--- src/hw/rtl/btme_pkg.sv ---
// Shared types, constants and helper functions of the button turbo and macro engine.
package btme_pkg;

	localparam int BUTTON_COUNT = 15;
	localparam int SLOT_COUNT   = 8;
	localparam int MAX_STEPS    = 16;
	localparam int STEP_TABLE   = SLOT_COUNT * MAX_STEPS;
	localparam int QUEUE_DEPTH  = 4;

	localparam int BTN_W      = 15;
	localparam int NOW_W      = 32;
	localparam int SLOT_W     = 3;
	localparam int STEP_W     = 4;
	localparam int TRIG_W     = 8;
	localparam int CNT_W      = 5;
	localparam int DUR_W      = 16;
	localparam int DURC_W     = 13;
	localparam int THR_W      = 23;
	localparam int ADDR_W     = SLOT_W + STEP_W;
	localparam int HALF_W     = 6;
	localparam int RATE_W     = 7;
	localparam int CFG_IDX_W  = 1;
	localparam int CFG_DATA_W = 15;
	localparam int IN_DATA_W  = 104;
	localparam int IN_USER_W  = 2;
	localparam int OUT_DATA_W = 24;

	localparam logic [TRIG_W-1:0] NO_TRIGGER  = 8'hFF;
	localparam int                DUR_MAX_MS  = 5000;
	localparam int                US_PER_MS   = 1000;

	localparam logic [CFG_IDX_W-1:0] CFG_FIRE_MASK = 1'b0;
	localparam logic [CFG_IDX_W-1:0] CFG_FIRE_RATE = 1'b1;

	typedef enum logic [1:0] {
		REQ_TICK   = 2'd0,
		REQ_HEADER = 2'd1,
		REQ_STEP   = 2'd2,
		REQ_UNUSED = 2'd3
	} req_t;

	// One classified item as it waits in the queue.
	typedef struct packed {
		req_t              kind;
		logic [BTN_W-1:0]  raw;
		logic [NOW_W-1:0]  now;
		logic [SLOT_W-1:0] slot;
		logic [STEP_W-1:0] step;
		logic [TRIG_W-1:0] trig;
		logic [CNT_W-1:0]  cnt;
		logic [THR_W-1:0]  thr;
		logic [BTN_W-1:0]  mask;
	} work_t;

	// Head of the queue as the back end sees it.
	typedef struct packed {
		logic  valid;
		work_t item;
	} q_head_t;

	// One entry of the step table: step length in microseconds and forced buttons.
	typedef struct packed {
		logic [THR_W-1:0] thr;
		logic [BTN_W-1:0] mask;
	} step_ent_t;

	// Ticks per turbo half period for a 125 Hz tick: 125 / (2 * rate), at least 1,
	// with the rate clamped to 1..120 (every rate above 31 already gives 1).
	function automatic logic [HALF_W-1:0] turbo_half(input logic [RATE_W-1:0] rate);
		logic [HALF_W-1:0] h;
		begin
			if (rate <= 7'd1)       h = 6'd62;
			else if (rate == 7'd2)  h = 6'd31;
			else if (rate == 7'd3)  h = 6'd20;
			else if (rate == 7'd4)  h = 6'd15;
			else if (rate == 7'd5)  h = 6'd12;
			else if (rate == 7'd6)  h = 6'd10;
			else if (rate == 7'd7)  h = 6'd8;
			else if (rate == 7'd8)  h = 6'd7;
			else if (rate <= 7'd10) h = 6'd6;
			else if (rate <= 7'd12) h = 6'd5;
			else if (rate <= 7'd15) h = 6'd4;
			else if (rate <= 7'd20) h = 6'd3;
			else if (rate <= 7'd31) h = 6'd2;
			else                    h = 6'd1;
			return h;
		end
	endfunction

	// Releases the trigger button, if it names a real button.
	function automatic logic [BTN_W-1:0] release_trigger(input logic [BTN_W-1:0] btn,
			input logic [TRIG_W-1:0] trig);
		logic [BTN_W-1:0] r;
		begin
			r = btn;
			if (trig < TRIG_W'(BUTTON_COUNT)) begin
				r = btn & ~(BTN_W'(1) << trig[STEP_W-1:0]);
			end
			return r;
		end
	endfunction

endpackage

--- src/hw/rtl/btme_fifo.sv ---
// Short queue of classified items between the front end and the back end.
module btme_fifo (
	input  logic              clk,
	input  logic              arst_n,
	input  logic              push,
	input  btme_pkg::work_t   push_item,
	output logic              full,
	input  logic              pop,
	output btme_pkg::q_head_t head
);

	localparam int PTR_W = $clog2(btme_pkg::QUEUE_DEPTH);
	localparam int CNT_W = $clog2(btme_pkg::QUEUE_DEPTH + 1);

	btme_pkg::work_t   entry_q [btme_pkg::QUEUE_DEPTH];
	logic [PTR_W-1:0]  wr_ptr_q;
	logic [PTR_W-1:0]  rd_ptr_q;
	logic [CNT_W-1:0]  count_q;

	always_ff @(posedge clk or negedge arst_n) begin
		if (!arst_n) begin
			wr_ptr_q <= '0;
			rd_ptr_q <= '0;
			count_q  <= '0;
		end else begin
			if (push) begin
				wr_ptr_q <= (wr_ptr_q == PTR_W'(btme_pkg::QUEUE_DEPTH - 1)) ? '0 :
					wr_ptr_q + PTR_W'(1);
			end
			if (pop) begin
				rd_ptr_q <= (rd_ptr_q == PTR_W'(btme_pkg::QUEUE_DEPTH - 1)) ? '0 :
					rd_ptr_q + PTR_W'(1);
			end
			if (push && !pop) begin
				count_q <= count_q + CNT_W'(1);
			end else if (pop && !push) begin
				count_q <= count_q - CNT_W'(1);
			end
		end
	end

	always_ff @(posedge clk) begin
		if (push) begin
			entry_q[wr_ptr_q] <= push_item;
		end
	end

	assign full       = (count_q == CNT_W'(btme_pkg::QUEUE_DEPTH));
	assign head.valid = (count_q != '0);
	assign head.item  = entry_q[rd_ptr_q];

	a_no_pop_empty: assert property (@(posedge clk) disable iff (!arst_n)
		pop |-> count_q != '0)
		else $error("queue popped while empty");

	a_count_up: assert property (@(posedge clk) disable iff (!arst_n)
		(push && !pop) |=> count_q == $past(count_q) + CNT_W'(1))
		else $error("queue count lost a push");

endmodule

--- config.mk ---
export PLATFORM = sky130hd
export DESIGN_NAME = btme_fifo
export DESIGN_NICKNAME = d
export VERILOG_FILES = /design/src/hw/rtl/btme_pkg.sv /design/src/hw/rtl/btme_fifo.sv
export SDC_FILE = /design/constraint.sdc
export NUM_CORES = 1
export LEC_CHECK = 0
export BUFFER_PORTS_ARGS = -buffer_cell sky130_fd_sc_hd__buf_2
export CAP_MARGIN = 20
export CORE_MARGIN = 5
export CORE_UTILIZATION = 35
export CTS_CLUSTER_DIAMETER = 100
export DETAILED_ROUTE_END_ITERATION = 8
export HOLD_SLACK_MARGIN = 0.02
export PLACE_DENSITY = 0.62
export SYNTH_ARGS = -nofsm -noshare
export SYNTH_HDL_FRONTEND = slang
export SYNTH_SLANG_ARGS = --single-unit
--- constraint.sdc ---
create_clock -name clk -period 3.23 [get_ports clk]
set_input_delay 0.8075 -clock clk [delete_from_list [all_inputs] [get_ports clk]]
set_output_delay 0.8075 -clock clk [all_outputs]
set_load 0.01 [all_outputs]
==> summary.txt <==
STA
  • Max Clk Rate: 327 MHz
  • RSZ-0062 raised after global routing: no
  • Final worst path period share: 94.8%
  • Min Tclk post-route: 3.06 ns
  • Setup violators final: 0
  • Final Hold Vio Count: 0
  • Fin. max-slew vios: 0
  • Final worst slack: between 0.15 and 0.2 ns
  • Final hold slack: 0.0850 ns
  • Worst-Margin Slew: 0.599 ns
  • Slew Limit Headroom: roughly 60%
  • Final Skew: roughly 0.011 ns
  • Post-route setup TNS: 0 ns

Synth
  • Post-Syn Area: between 15,000 and 20,000 sq um
  • Synthesized area per cell: between 20 and 30 sq um
  • Synthesized flop and latch total: between 400 and 500
  • Syn_nets: 714
  • Mapped Cells: 596
  • Synth warnings: 0
  • Synth unique cells: 20
  • Sequential-to-total area share from yosys stat: between 80 and 90%

Critical path
  • Setup crit end kind: output pin
  • CP Class: flip-flop to output pin
  • R2R cell count: 3
  • FF-to-FF setup slack: roughly 1.4 ns
  • CP Max Fanout: 25
  • RR Endpoint: entry_q[3][30]
  • Critical path launch point type: flip-flop
  • Crit path DAT: about 2.3 ns
  • Reg2reg start: wr_ptr_q[0]
  • CP Data Required Time: 2.42 ns

Power
  • Maximum VDD drop: 524 uV
  • Lkg Pwr: 0.00651 uW
  • PD cells: a little under 900 nW/um^2

Flow run
  • Max-cap viol count: 0

Clocking
  • Root Driver: clkbuf_16
  • H-tree depth: 2
  • CTS tree: built
  • Postcts setup bufs: 1
  • Post-cts resize count: 0
  • Hold buffer count at CTS: 0
  • CTS sink count: 435
  • Clock buffer depth: 3
  • Clk_lat worst skew: 0.55 ns
  • Clk slew on worst S/H paths: about 0.06 ns
  • Cts bufs inserted: 44

GRT
  • Vias in the first global route: around 7,800
  • Initial antenna violation count: 4
  • First-pass GRT wire length: around 48,000 microns
  • Largest net degree at the start of global routing: between 70 and 80
  • GR Overflow Total: 0
  • GRT Util Overall: ~13%

Die
  • Initial Util: a little over a third
  • Die X: around 220 microns
  • Boundary pin count: between 200 and 250
  • Row count: slightly below 80
  • CORE AREA: 45,100 sq um
  • Die Area: ~50,000 sq um
  • DIE HEIGHT: between 200 and 250 microns

Routing
  • Via/cell ratio: about 4.7
  • First-pass DRT Iterations: 4
  • Initial drt markers: 479
  • Routed wire length: 31,200 microns
  • DR DRC count: 0
  • Vias: ~7,100
  • Routed Antenna Nets: 0
  • WL per Instance: 20.8 microns

Layout
  • Area delta synth->final: 21.7%
  • Share of cells above drive strength 1: a little under half
  • Commonest cells after routing, fill and taps aside: 428 x edfxtp_1, 219 x buf_2, 107 x mux4_2
  • Nets: roughly 980
  • Commonest non-fill, non-tap cell in the layout: edfxtp_1

Status
  • Outcome: finished clean

Placement
  • GPL Wtd Cong: between 0.6 and 0.7
  • IO buf count: 219
  • Post-detail-place hpwl: ~19,000 microns
  • Pre-CTS setup slack: about 0.52 ns

Worst hold path
  • HP Class: primary input to async pin
==> worst max-delay path by stage <==
stage / start / end / slack, ns / cells after the start
after global placement: rd_ptr_q[0] / head[45] / 0.53 / 3
after floorplan: push / entry_q[3][0] / 0.65 / 1
final: rd_ptr_q[0] / head[62] / 0.17 / 3
after CTS: rd_ptr_q[0] / head[46] / 0.07 / 3
after detailed placement: rd_ptr_q[0] / head[46] / 0.52 / 3
after global routing: rd_ptr_q[0] / head[45] / 0.04 / 3
==> cell families after synthesis <==
logic type | after synthesis | share of synthesized area [%]
flops | 435 | 82.3
mux | 110 | 15.4
buf+inv | 28 | 1.11
simple gates | 11 | 0.363
fa+ha+maj | 7 | 0.600
xor+xnor | 3 | 0.166
compound gates | 2 | 0.0632
==> area by class of cell <==
| type | instances | area, sq um |
|---|---|---|
| fillers | 3926 | 25800 |
| clock buffers | 56 | 1170 |
| inverters | 4 | 15.0 |
| well taps | 600 | 751 |
| multi-input cells | 133 | 2640 |
| flip-flops and latches | 435 | 13000 |
| diodes | 4 | 10.0 |
| repair buffers | 241 | 1460 |
| clock inverters | 22 | 190 |
==> flip-flops by register name, indices dropped and copies added, names as in the netlist <==
| name | cells |
|---|---|
| entry_q | 428 |
| rd_ptr_q | 2 |
| count_q | 3 |
| wr_ptr_q | 2 |
==> power breakdown <==
part           switching (uW)  internal (uW)  total, uW
clock network            2020           2790       4820
logic                    2460           2340       4800
registers                 362           7230       7590
==> per-stage QoR <==
step	cell area [sq um]	power (uW)	util, %	cells
floorplan	15800	10600	-	596
global placement	17900	12600	39.6	1412
detailed placement	17900	12700	39.6	1412
CTS	19300	17600	42.7	1491
global route	19300	18100	42.7	1491
finish	19300	17200	42.7	1495
==> critical path, stage by stage (launching register included) <==
cell and delay, ns:
dfrtp_4 0.68, buf_12 0.29, mux4_2 0.55, buf_2 0.16
==> per-layer routing <==
layer	up-vias	GRT usage, %	share of wire [%]
li1	3111	-	-
met1	3717	16.8	42
met2	203	20.0	48
met3	55	3.58	6.7
met4	4	4.21	2.5
met5	-	0	0.11
==> cell usage after synthesis <==
master | count | area share, %
edfxtp_1 | 428 | 81
mux4_2 | 107 | 15
buf_2 | 8 | 0.25
buf_4 | 8 | 0.38
dfrtp_1 | 7 | 1.1
ha_1 | 6 | 0.47
clkbuf_1 | 5 | 0.12
and2_1 | 4 | 0.16
inv_1 | 4 | 0.095
mux2_2 | 3 | 0.21
nor2_1 | 3 | 0.071
buf_6 | 2 | 0.14
nand2_1 | 2 | 0.047
o21ai_0 | 2 | 0.063
xor2_1 | 2 | 0.11
buf_12 | 1 | 0.13
fa_1 | 1 | 0.13
nor3b_1 | 1 | 0.047
or3_1 | 1 | 0.040
xnor2_1 | 1 | 0.055
Note: power is estimated with default switching activity, not from simulation.
