$ cat src/hw/rtl/btme_pkg.sv
// Shared types, constants and helper functions of the button turbo and macro engine.
package btme_pkg;

	localparam int BUTTON_COUNT = 15;
	localparam int SLOT_COUNT   = 8;
	localparam int MAX_STEPS    = 16;
	localparam int STEP_TABLE   = SLOT_COUNT * MAX_STEPS;
	localparam int QUEUE_DEPTH  = 4;

	localparam int BTN_W      = 15;
	localparam int NOW_W      = 32;
	localparam int SLOT_W     = 3;
	localparam int STEP_W     = 4;
	localparam int TRIG_W     = 8;
	localparam int CNT_W      = 5;
	localparam int DUR_W      = 16;
	localparam int DURC_W     = 13;
	localparam int THR_W      = 23;
	localparam int ADDR_W     = SLOT_W + STEP_W;
	localparam int HALF_W     = 6;
	localparam int RATE_W     = 7;
	localparam int CFG_IDX_W  = 1;
	localparam int CFG_DATA_W = 15;
	localparam int IN_DATA_W  = 104;
	localparam int IN_USER_W  = 2;
	localparam int OUT_DATA_W = 24;

	localparam logic [TRIG_W-1:0] NO_TRIGGER  = 8'hFF;
	localparam int                DUR_MAX_MS  = 5000;
	localparam int                US_PER_MS   = 1000;

	localparam logic [CFG_IDX_W-1:0] CFG_FIRE_MASK = 1'b0;
	localparam logic [CFG_IDX_W-1:0] CFG_FIRE_RATE = 1'b1;

	typedef enum logic [1:0] {
		REQ_TICK   = 2'd0,
		REQ_HEADER = 2'd1,
		REQ_STEP   = 2'd2,
		REQ_UNUSED = 2'd3
	} req_t;

	// One classified item as it waits in the queue.
	typedef struct packed {
		req_t              kind;
		logic [BTN_W-1:0]  raw;
		logic [NOW_W-1:0]  now;
		logic [SLOT_W-1:0] slot;
		logic [STEP_W-1:0] step;
		logic [TRIG_W-1:0] trig;
		logic [CNT_W-1:0]  cnt;
		logic [THR_W-1:0]  thr;
		logic [BTN_W-1:0]  mask;
	} work_t;

	// Head of the queue as the back end sees it.
	typedef struct packed {
		logic  valid;
		work_t item;
	} q_head_t;

	// One entry of the step table: step length in microseconds and forced buttons.
	typedef struct packed {
		logic [THR_W-1:0] thr;
		logic [BTN_W-1:0] mask;
	} step_ent_t;

	// Ticks per turbo half period for a 125 Hz tick: 125 / (2 * rate), at least 1,
	// with the rate clamped to 1..120 (every rate above 31 already gives 1).
	function automatic logic [HALF_W-1:0] turbo_half(input logic [RATE_W-1:0] rate);
		logic [HALF_W-1:0] h;
		begin
			if (rate <= 7'd1)       h = 6'd62;
			else if (rate == 7'd2)  h = 6'd31;
			else if (rate == 7'd3)  h = 6'd20;
			else if (rate == 7'd4)  h = 6'd15;
			else if (rate == 7'd5)  h = 6'd12;
			else if (rate == 7'd6)  h = 6'd10;
			else if (rate == 7'd7)  h = 6'd8;
			else if (rate == 7'd8)  h = 6'd7;
			else if (rate <= 7'd10) h = 6'd6;
			else if (rate <= 7'd12) h = 6'd5;
			else if (rate <= 7'd15) h = 6'd4;
			else if (rate <= 7'd20) h = 6'd3;
			else if (rate <= 7'd31) h = 6'd2;
			else                    h = 6'd1;
			return h;
		end
	endfunction

	// Releases the trigger button, if it names a real button.
	function automatic logic [BTN_W-1:0] release_trigger(input logic [BTN_W-1:0] btn,
			input logic [TRIG_W-1:0] trig);
		logic [BTN_W-1:0] r;
		begin
			r = btn;
			if (trig < TRIG_W'(BUTTON_COUNT)) begin
				r = btn & ~(BTN_W'(1) << trig[STEP_W-1:0]);
			end
			return r;
		end
	endfunction

endpackage

$ cat src/hw/rtl/btme_front.sv
// Front end: takes input items, decodes and classifies them, and queues them.
module btme_front (
	input  logic                            s_tvalid,
	output logic                            s_tready,
	input  logic [btme_pkg::IN_DATA_W-1:0]  s_tdata,
	input  logic [btme_pkg::IN_USER_W-1:0]  s_tuser,
	input  logic                            q_full,
	output logic                            q_push,
	output btme_pkg::work_t                 q_item
);

	btme_pkg::req_t                    kind;
	logic [btme_pkg::DUR_W-1:0]        dur;
	logic [btme_pkg::DURC_W-1:0]       dur_c;
	logic [btme_pkg::CNT_W-1:0]        steps;
	logic                              keep;

	assign kind  = btme_pkg::req_t'(s_tuser);
	assign dur   = s_tdata[82:67];
	assign steps = s_tdata[66:62];

	always_comb begin
		if (dur == '0) begin
			dur_c = btme_pkg::DURC_W'(1);
		end else if (dur > btme_pkg::DUR_W'(btme_pkg::DUR_MAX_MS)) begin
			dur_c = btme_pkg::DURC_W'(btme_pkg::DUR_MAX_MS);
		end else begin
			dur_c = dur[btme_pkg::DURC_W-1:0];
		end
	end

	always_comb begin
		unique case (kind)
			btme_pkg::REQ_TICK,
			btme_pkg::REQ_HEADER,
			btme_pkg::REQ_STEP:   keep = 1'b1;
			btme_pkg::REQ_UNUSED: keep = 1'b0;
		endcase
	end

	always_comb begin
		q_item.kind = kind;
		q_item.raw  = s_tdata[14:0];
		q_item.now  = s_tdata[46:15];
		q_item.slot = s_tdata[49:47];
		q_item.step = s_tdata[53:50];
		q_item.trig = s_tdata[61:54];
		// Step counts above the table depth saturate.
		q_item.cnt  = (steps > btme_pkg::CNT_W'(btme_pkg::MAX_STEPS)) ?
			btme_pkg::CNT_W'(btme_pkg::MAX_STEPS) : steps;
		q_item.thr  = btme_pkg::THR_W'(dur_c) * btme_pkg::THR_W'(btme_pkg::US_PER_MS);
		q_item.mask = s_tdata[97:83];
	end

	assign s_tready = !q_full;
	// Items of the unused request type are taken and dropped here.
	assign q_push   = s_tvalid && !q_full && keep;

endmodule

$ cat config.mk
export PLATFORM = sky130hd
export DESIGN_NAME = btme_front
export DESIGN_NICKNAME = d
export VERILOG_FILES = /design/src/hw/rtl/btme_pkg.sv /design/src/hw/rtl/btme_front.sv
export SDC_FILE = /design/constraint.sdc
export NUM_CORES = 1
export LEC_CHECK = 0
export BUFFER_PORTS_ARGS = -buffer_cell sky130_fd_sc_hd__clkbuf_2
export CAP_MARGIN = 20
export CORE_ASPECT_RATIO = 0.9
export CORE_UTILIZATION = 48
export DETAILED_ROUTE_END_ITERATION = 8
export PLACE_DENSITY = 0.94
export SYNTH_ARGS = -nofsm -noshare
export SYNTH_HDL_FRONTEND = slang
export SYNTH_SLANG_ARGS = --single-unit
export TNS_END_PERCENT = 10
$ cat constraint.sdc
create_clock -name vclk -period 10.6
set_input_delay 2.12 -clock vclk [all_inputs]
set_output_delay 2.12 -clock vclk [all_outputs]
set_load 0.02 [all_outputs]
==> results of run 1 <==
routing by layer:
metal	wire, um	global-route usage (%)
met4	175	5.25
met5	0	0
met1	2380	22.4
met3	599	4.94
met2	3030	30.7
cell families after synthesis:
family          count (synthesis)  share of synthesized area (%)
fa+ha+maj                      89                           45.6
other cells                     1                          0.120
buf+inv                       142                           27.0
xor+xnor                       12                           3.35
compound gates                 51                           11.3
simple gates                   78                           12.6
layout make-up:
cell class / count / area [sq um] / share of cell area, %
multi-input cells: 233 / 2300 / 79.6
inverters: 56 / 210 / 7.29
well taps: 87 / 109 / 3.77
repair buffers: 54 / 270 / 9.37
power groups by stage:
stage	clock, mW	sequential (mW)	combinational (mW)
6_report	0	0	0.313
5_1_grt	0	0	0.346
4_1_cts	0	0	0.316
3_5_place_dp	0	0	0.314
3_3_place_gp	0	0	0.304
2_1_floorplan	0	0	0.272
cell usage in the layout (no fill, tap or decap), drive strengths merged, types with 2 or more instances in the layout:
master	n
inv	56
clkbuf	54
ha	47
fa	42
nand2	20
nor2	16
a21oi	16
o21ai	11
nor2b	9
nor3	8
xor2	8
and2	7
nand3	5
xnor2	4
nor4	3
nand2b	3
a211oi	3
o211ai	3
a21o	3
conb	3
o31ai	3
and3	2
a32oi	2
o21a	2
or3	2
o311a	2
worst max-delay path by stage:
stage          slack (ns)  cells after the start        start    endpoint
4_1_cts              0.94                     18  s_tdata[80]  q_item[36]
3_5_place_dp         0.95                     18  s_tdata[80]  q_item[36]
5_1_grt              0.55                     18  s_tdata[80]  q_item[36]
6_report             0.91                     18  s_tdata[80]  q_item[36]
2_1_floorplan        1.70                     17  s_tdata[80]  q_item[36]
3_3_place_gp         1.15                     17  s_tdata[80]  q_item[35]
cell usage after synthesis (2+ instances only):
cell       n
buf_4     82
inv_1     56
ha_1      47
fa_1      42
nand2_1   19
a21oi_1   15
nor2_1    15
nor2b_1    9
o21ai_0    9
nor3_1     8
xor2_1     8
and2_1     7
nand3_1    4
xnor2_1    4
a211oi_1   3
a21o_1     3
buf_2      3
nand2b_1   3
nor4_1     3
o211ai_1   3
a32oi_1    2
and3_1     2
o21a_1     2
o21ai_1    2
o311a_1    2
o31ai_1    2
or3_1      2
==> reports/metrics.yaml, run 1 <==
internal_power_mw: 0.115
grt_pass1_wl_mm: 10.0
pwr-share-clk_pct: 0
globalRouteTotalUtil_pct: 18.1
whs_ns: 4.24
final_antenna_net_count: 0
nFillCells: 635
netlist_area_sq_mm: 0.00313
cp.arrival_ns: 7.57
leakage_nw: 1.47
antennaDiodeCount: 0
peakVddDrop_v: 0.0000541
dieArea_sq_mm: 0.00685
fmax_ghz: 0.103
synthDistinctLibCells: 43
yosysWarnings: 0
cpLargestDelayFamily: "adder cells"
place.port_buffers: 54
seq_area_frac_synth_pct: 0
core_area_sq_mm: 0.00622
n_sequential_cell: 0
timing.final.crit_share_pct: 91.4
crit_fanout: 22
crit_top_cell: "fa_1"
antenna_found_initial: 0
holdPathStages: 0
drc: 0
hold_start: "s_tdata[11]"
maxCapViolCount: 0
initial_core_util_pct: 50.4
synth_area_leaders: "fa_1, buf_4, ha_1"
avgSynthCellArea_sq_um: 8.40
worst_pin_slew_ns: 0.613
final_cell_area_sq_mm: 0.00289
vias: 2344
row_count: 27
p_sw_share_pct: 63.3
end_kind: "output port"
power.density_mw_per_mm2: 108
power_mw: 0.313
syn_to_final_growth_pct: -7.91
fin_tns_setup_ns: 0
hpwl_mm: 5.59
setup_viol_count_final: 0
hold_buffers: 0
pwr-share-seq_pct: 0
nClkBuffers: 0
min_path_type: "input pin to output port"
grt_overflow: 0
die_y_um: 78.6
drive_above_1_share_pct: 17.5
max_slew_margin_pct: 58.8
path_cells: "clkbuf_2 > nor3_1 > and4_1 > a22o_1 > nand2b_1 > fa_1 > fa_1 > inv_1 > fa_1 > inv_1 > fa_1 > ha_1 > a21oi_1 > o211ai_1 > o211ai_1 > o31ai_1 > a211oi_1 > clkbuf_2"
cpPeakStageDelay_ns: 0.56
finalCriticalPeriod_ns: 9.69
worstPathRequired_ns: 8.48
dpl_worst_slack_ns: 0.946
drv_slew: 0
final_core_util_pct: 46.4
fin_cells: 430
cp.buffers_inverters: 4
viasPerCell: 5.45
drtPass1Iterations: 4
status: "complete, no violations"
cp_slowest_cell: "fa_1"
worst_slack_ns: 0.912
drt_wl_total_mm: 6.18
yosys.area.top_type: "fa_1"
post_cts_resize_count: 0
min_delay_worst_endpoint: "q_item[101]"
placed_cells: 430
critical_path_class: "input pin to output port"
p_sw_mw: 0.198
grt_pass1_vias: 2275
synth_cells: 373
regArea_sq_um: 0
grt_max_degree: 23
post_cts_buffers: 0
placedInstanceArea_sq_mm: 0.00289
hold_viol: 0
die_x_um: 87.2
synth.top_cell.area_share_pct: 26.8
gp_congestion: 0.892
io-pin-count: 217
wl_per_cell_um: 14.4
fin_nets: 542
share_comb_of_total_power_pct: 100.0
drtIter0Drc: 105
cp-start-kind: "input pin"
grt_setup_unrepaired: "no"
(Power assumes the default switching activity.)
==> run 2, diff against run 1 <==
--- a/config.mk
+++ b/config.mk
@@ -8,9 +8,10 @@
 export BUFFER_PORTS_ARGS = -buffer_cell sky130_fd_sc_hd__clkbuf_2
 export CAP_MARGIN = 20
 export CORE_ASPECT_RATIO = 0.9
+export CORE_MARGIN = 8
 export CORE_UTILIZATION = 48
 export DETAILED_ROUTE_END_ITERATION = 8
-export PLACE_DENSITY = 0.94
+export PLACE_DENSITY = 0.91
 export SYNTH_ARGS = -nofsm -noshare
 export SYNTH_HDL_FRONTEND = slang
 export SYNTH_SLANG_ARGS = --single-unit
==> reports/metrics.yaml, run 2 (same netlist as run 1, synthesis figures left out) <==
critical_path_class: "input pin to output port"  # unchanged
drt_wl_total_mm: 6.06  # was 6.18 mm
grt_pass1_vias: 2270  # was 2275
cp-start-kind: "input pin"  # unchanged
fin_cells: 433  # was 430
end_kind: "output port"  # unchanged
worst_pin_slew_ns: 0.649  # was 0.613 ns
syn_to_final_growth_pct: -7.79  # was -7.91%
cpPeakStageDelay_ns: 0.57  # was 0.56 ns
peakVddDrop_v: 0.0000513  # was 0.0000541 V
initial_core_util_pct: 48.6  # was 50.4%
maxCapViolCount: 0  # unchanged
gp_congestion: 0.860  # was 0.892
core_area_sq_mm: 0.00645  # was 0.00622 sq mm
min_path_type: "input pin to output port"  # unchanged
fin_tns_setup_ns: 0  # unchanged
path_cells: "clkbuf_2 > nor3_1 > and4_1 > a22o_1 > nand2b_1 > fa_1 > fa_1 > inv_1 > fa_1 > inv_1 > fa_1 > ha_1 > a21oi_1 > o211ai_1 > o211ai_1 > o31ai_1 > a211oi_1 > clkbuf_2"  # unchanged
cp.buffers_inverters: 4  # unchanged
grt_overflow: 0  # unchanged
leakage_nw: 1.47  # unchanged
cp.arrival_ns: 7.55  # was 7.57 ns
layout_commonest_cell: "inv_1"  # unchanged
final_antenna_net_count: 0  # unchanged
nFillCells: 643  # was 635
cp_slowest_cell: "a22o_1"  # was fa_1
crit_fanout: 22  # unchanged
regArea_sq_um: 0  # unchanged
drive_above_1_share_pct: 17.5  # unchanged
dieArea_sq_mm: 0.00937  # was 0.00685 sq mm
grt.busiest_layer: "met2"  # unchanged
crit_start: "s_tdata[80]"  # unchanged
drtIter0Drc: 128  # was 105
finalCriticalPeriod_ns: 9.67  # was 9.69 ns
hold_start: "s_tdata[11]"  # unchanged
timing.final.crit_share_pct: 91.2  # was 91.4%
wl_per_cell_um: 14.0  # was 14.4 um
post_cts_resize_count: 0  # unchanged
setup_viol_count_final: 0  # unchanged
worstPathRequired_ns: 8.48  # about the same
use_met3_pct: 3.22  # was 4.94%
n_sequential_cell: 0  # unchanged
fmax_ghz: 0.103  # about the same
grt_setup_unrepaired: "no"  # unchanged
drc: 0  # unchanged
placed_cells: 433  # was 430
nClkBuffers: 0  # unchanged
antennaDiodeCount: 0  # unchanged
met2_usage_pct: 22.5  # was 30.7%
power.density_mw_per_mm2: 108  # about the same
max_slew_margin_pct: 56.7  # was 58.8%
vias: 2278  # was 2344
grt_util_met1_pct: 14.6  # was 22.4%
hpwl_mm: 5.49  # was 5.59 mm
fin_nets: 542  # unchanged
drtPass1Iterations: 4  # unchanged
drv_slew: 0  # unchanged
io-pin-count: 217  # unchanged
place.port_buffers: 54  # unchanged
die_y_um: 92.6  # was 78.6 um
mostFrequentLayoutCells: "inv_1, clkbuf_2, ha_1, fa_1, nand2_1"  # unchanged
hold_viol: 0  # unchanged
die_x_um: 101  # was 87.2 um
grt_pass1_wl_mm: 9.94  # was 10.0 mm
viasPerCell: 5.26  # was 5.45
cpLargestDelayFamily: "adder cells"  # unchanged
post_cts_buffers: 0  # unchanged
antenna_found_initial: 0  # unchanged
crit_top_cell: "fa_1"  # unchanged
row_count: 28  # was 27
globalRouteTotalUtil_pct: 12.5  # was 18.1%
grt_max_degree: 23  # unchanged
hold_buffers: 0  # unchanged
status: "complete, no violations"  # unchanged
==> run 2: cell counts in the layout (fill, tap and decap cells not counted) <==
Identical to the previous run, type by type.
==> run 2: layout make-up <==
cell class,instances,area [sq um],share of cell area (%)
inverters,56,210,7.28
multi-input cells,233,2300,79.5
well taps,90,113,3.90
repair buffers,54,270,9.35
==> run 2: power breakdown <==
part | switching (mW) | internal, mW | total (mW)
registers | 0 | 0 | 0
logic | 0.199 | 0.115 | 0.313
clock network | 0 | 0 | 0
total | 0.199 | 0.115 | 0.313
==> run 2: path summary, 6_finish.rpt <==
| path | endpoint | slack, ns | cells past startpoint |
|---|---|---|---|
| max | q_item[36] | 0.93 | 18 |
| min | q_item[101] | 4.24 | 0 |
==> run 2: metrics by stage <==
stage	power, mW	hold slack, ns	setup slack (ns)	utilization [%]	area [sq um]
2_1_floorplan	0.272	4.32	1.70	-	3140
3_3_place_gp	0.309	4.24	1.17	44.8	2890
3_5_place_dp	0.316	4.24	0.932	44.8	2890
4_1_cts	0.318	4.24	0.925	44.8	2890
5_1_grt	0.351	4.24	0.542	44.8	2890
6_report	0.313	4.24	0.932	44.8	2890
==> run 2: per-layer routing <==
layer,part of all wire [%],up-vias
met2,51,100
met1,38,1095
met4,0.89,0
li1,-,1073
met3,9.7,10
met5,0,-
==> run 3, diff against run 2 <==
--- a/config.mk
+++ b/config.mk
@@ -7,7 +7,6 @@
 export LEC_CHECK = 0
 export BUFFER_PORTS_ARGS = -buffer_cell sky130_fd_sc_hd__clkbuf_2
 export CAP_MARGIN = 20
-export CORE_ASPECT_RATIO = 0.9
 export CORE_MARGIN = 8
 export CORE_UTILIZATION = 48
 export DETAILED_ROUTE_END_ITERATION = 8
==> reports/metrics.yaml, run 3 (same netlist as run 1, synthesis figures left out) <==
status: "complete, no violations"  # unchanged
final_cell_area_sq_mm: 0.00287  # was 0.00289 sq mm
max_slew_margin_pct: 58.5  # was 56.7%
hold_buffers: 0  # unchanged
final_antenna_net_count: 0  # unchanged
drc: 0  # unchanged
antenna_found_initial: 0  # unchanged
share_comb_of_total_power_pct: 100.0  # about the same
row_count: 29  # was 28
dieArea_sq_mm: 0.00937  # about the same
critical_path_class: "input pin to output port"  # unchanged
cp.buffers_inverters: 4  # unchanged
finalCriticalPeriod_ns: 9.59  # was 9.67 ns
path_cells: "clkbuf_2 > nor4_1 > o21ai_1 > o21ai_0 > a22o_1 > nand2b_1 > fa_1 > fa_1 > inv_1 > fa_1 > inv_1 > fa_1 > ha_1 > a21oi_1 > o211ai_1 > o211ai_1 > o31ai_1 > a211oi_1 > clkbuf_2"  # was clkbuf_2 > nor3_1 > and4_1 > a22o_1 > nand2b_1 > fa_1 > fa_1 > inv_1 > fa_1 > inv_1 > fa_1 > ha_1 > a21oi_1 > o211ai_1 > o211ai_1 > o31ai_1 > a211oi_1 > clkbuf_2
layout_commonest_cell: "inv_1"  # unchanged
syn_to_final_growth_pct: -8.31  # was -7.79%
grt_pass1_vias: 2360  # was 2270
leakage_nw: 1.47  # unchanged
drtIter0Drc: 105  # was 128
antennaDiodeCount: 0  # unchanged
fin_nets: 542  # unchanged
pwr-share-seq_pct: 0  # about the same
crit_top_cell: "fa_1"  # unchanged
die_y_um: 96.8  # was 92.6 um
hold_viol: 0  # unchanged
multi_input_area_sq_mm: 0.00230  # unchanged
crit_fanout: 22  # unchanged
post_cts_buffers: 0  # unchanged
n_sequential_cell: 0  # unchanged
whs_ns: 4.24  # unchanged
p_sw_mw: 0.199  # about the same
fmax_ghz: 0.104  # was 0.103 GHz
regArea_sq_um: 0  # unchanged
placedInstanceArea_sq_mm: 0.00287  # was 0.00289 sq mm
drtPass1Iterations: 4  # unchanged
peakVddDrop_v: 0.0000647  # was 0.0000513 V
crit_start: "s_tdata[71]"  # was s_tdata[80]
grt_max_degree: 23  # unchanged
grt_pass1_wl_mm: 10.6  # was 9.94 mm
power_mw: 0.313  # about the same
gp_congestion: 0.873  # was 0.860
wl_per_cell_um: 14.9  # was 14.0 um
maxCapViolCount: 0  # unchanged
cp_slowest_cell: "a22o_1"  # unchanged
vias: 2285  # was 2278
p_sw_share_pct: 63.5  # was 63.4%
globalRouteTotalUtil_pct: 12.7  # was 12.5%
final_core_util_pct: 45.2  # was 44.8%
cpLargestDelayFamily: "adder cells"  # unchanged
cpPeakStageDelay_ns: 0.59  # was 0.57 ns
core_area_sq_mm: 0.00635  # was 0.00645 sq mm
worst_pin_slew_ns: 0.623  # was 0.649 ns
power.density_mw_per_mm2: 109  # was 108 mW/mm^2
place.port_buffers: 54  # unchanged
internal_power_mw: 0.114  # was 0.115 mW
holdPathStages: 0  # unchanged
nFillCells: 619  # was 643
nClkBuffers: 0  # unchanged
hold_start: "s_tdata[14]"  # was s_tdata[11]
hpwl_mm: 5.70  # was 5.49 mm
cp-start-kind: "input pin"  # unchanged
post_cts_resize_count: 0  # unchanged
initial_core_util_pct: 49.3  # was 48.6%
path_depth: 19  # was 18
fin_tns_setup_ns: 0  # unchanged
drive_above_1_share_pct: 17.5  # unchanged
pwr-share-clk_pct: 0  # about the same
drv_slew: 0  # unchanged
grt_overflow: 0  # unchanged
viasPerCell: 5.44  # was 5.26
setup_viol_count_final: 0  # unchanged
io-pin-count: 217  # unchanged
mostFrequentLayoutCells: "inv_1, clkbuf_2, ha_1, fa_1, nand2_1"  # unchanged
grt_setup_unrepaired: "no"  # unchanged
timing.final.crit_share_pct: 90.5  # was 91.2%
cp.arrival_ns: 7.47  # was 7.55 ns
drt_wl_total_mm: 6.27  # was 6.06 mm
die_x_um: 96.8  # was 101 um
min_path_type: "input pin to output port"  # unchanged
end_kind: "output port"  # unchanged
worstPathRequired_ns: 8.48  # about the same
crit_end: "q_item[36]"  # unchanged
-- run 3: cell counts in the layout (fill, tap and decap cells not counted) --
Identical to the previous run, type by type.
-- run 3: layout make-up --
| type | count | share of cell area (%) |
|---|---|---|
| tap | 77 | 3.35 |
| timing repair buffer | 54 | 9.41 |
| inverter | 56 | 7.32 |
| multi-input combinational | 233 | 79.9 |
-- run 3: routing by layer --
| layer | global-route usage (%) | share of wire, % |
|---|---|---|
| met5 | 0 | 0 |
| met4 | 1.78 | 0.89 |
| met3 | 3.98 | 9.3 |
| met2 | 23.2 | 54 |
| met1 | 14.1 | 36 |
-- run 3: power by group through the flow --
stage / sequential (mW) / clock [mW] / combinational, mW
global route: 0 / 0 / 0.348
detailed placement: 0 / 0 / 0.316
finish: 0 / 0 / 0.313
floorplan: 0 / 0 / 0.272
global placement: 0 / 0 / 0.309
CTS: 0 / 0 / 0.318
-- run 3: stage by stage --
stage / cells / setup WS [ns]
CTS: 420 / 1.05
detailed placement: 420 / 1.05
global placement: 420 / 1.17
floorplan: 375 / 1.70
finish: 420 / 1.01
global route: 420 / 0.586
-- run 3: how the worst min path moves through the flow --
stage                             end  slack (ns)
after floorplan            q_item[38]        4.32
after global placement     q_item[11]        4.24
after detailed placement   q_item[11]        4.24
after CTS                  q_item[11]        4.24
after global routing        q_item[0]        4.24
final                     q_item[104]        4.24
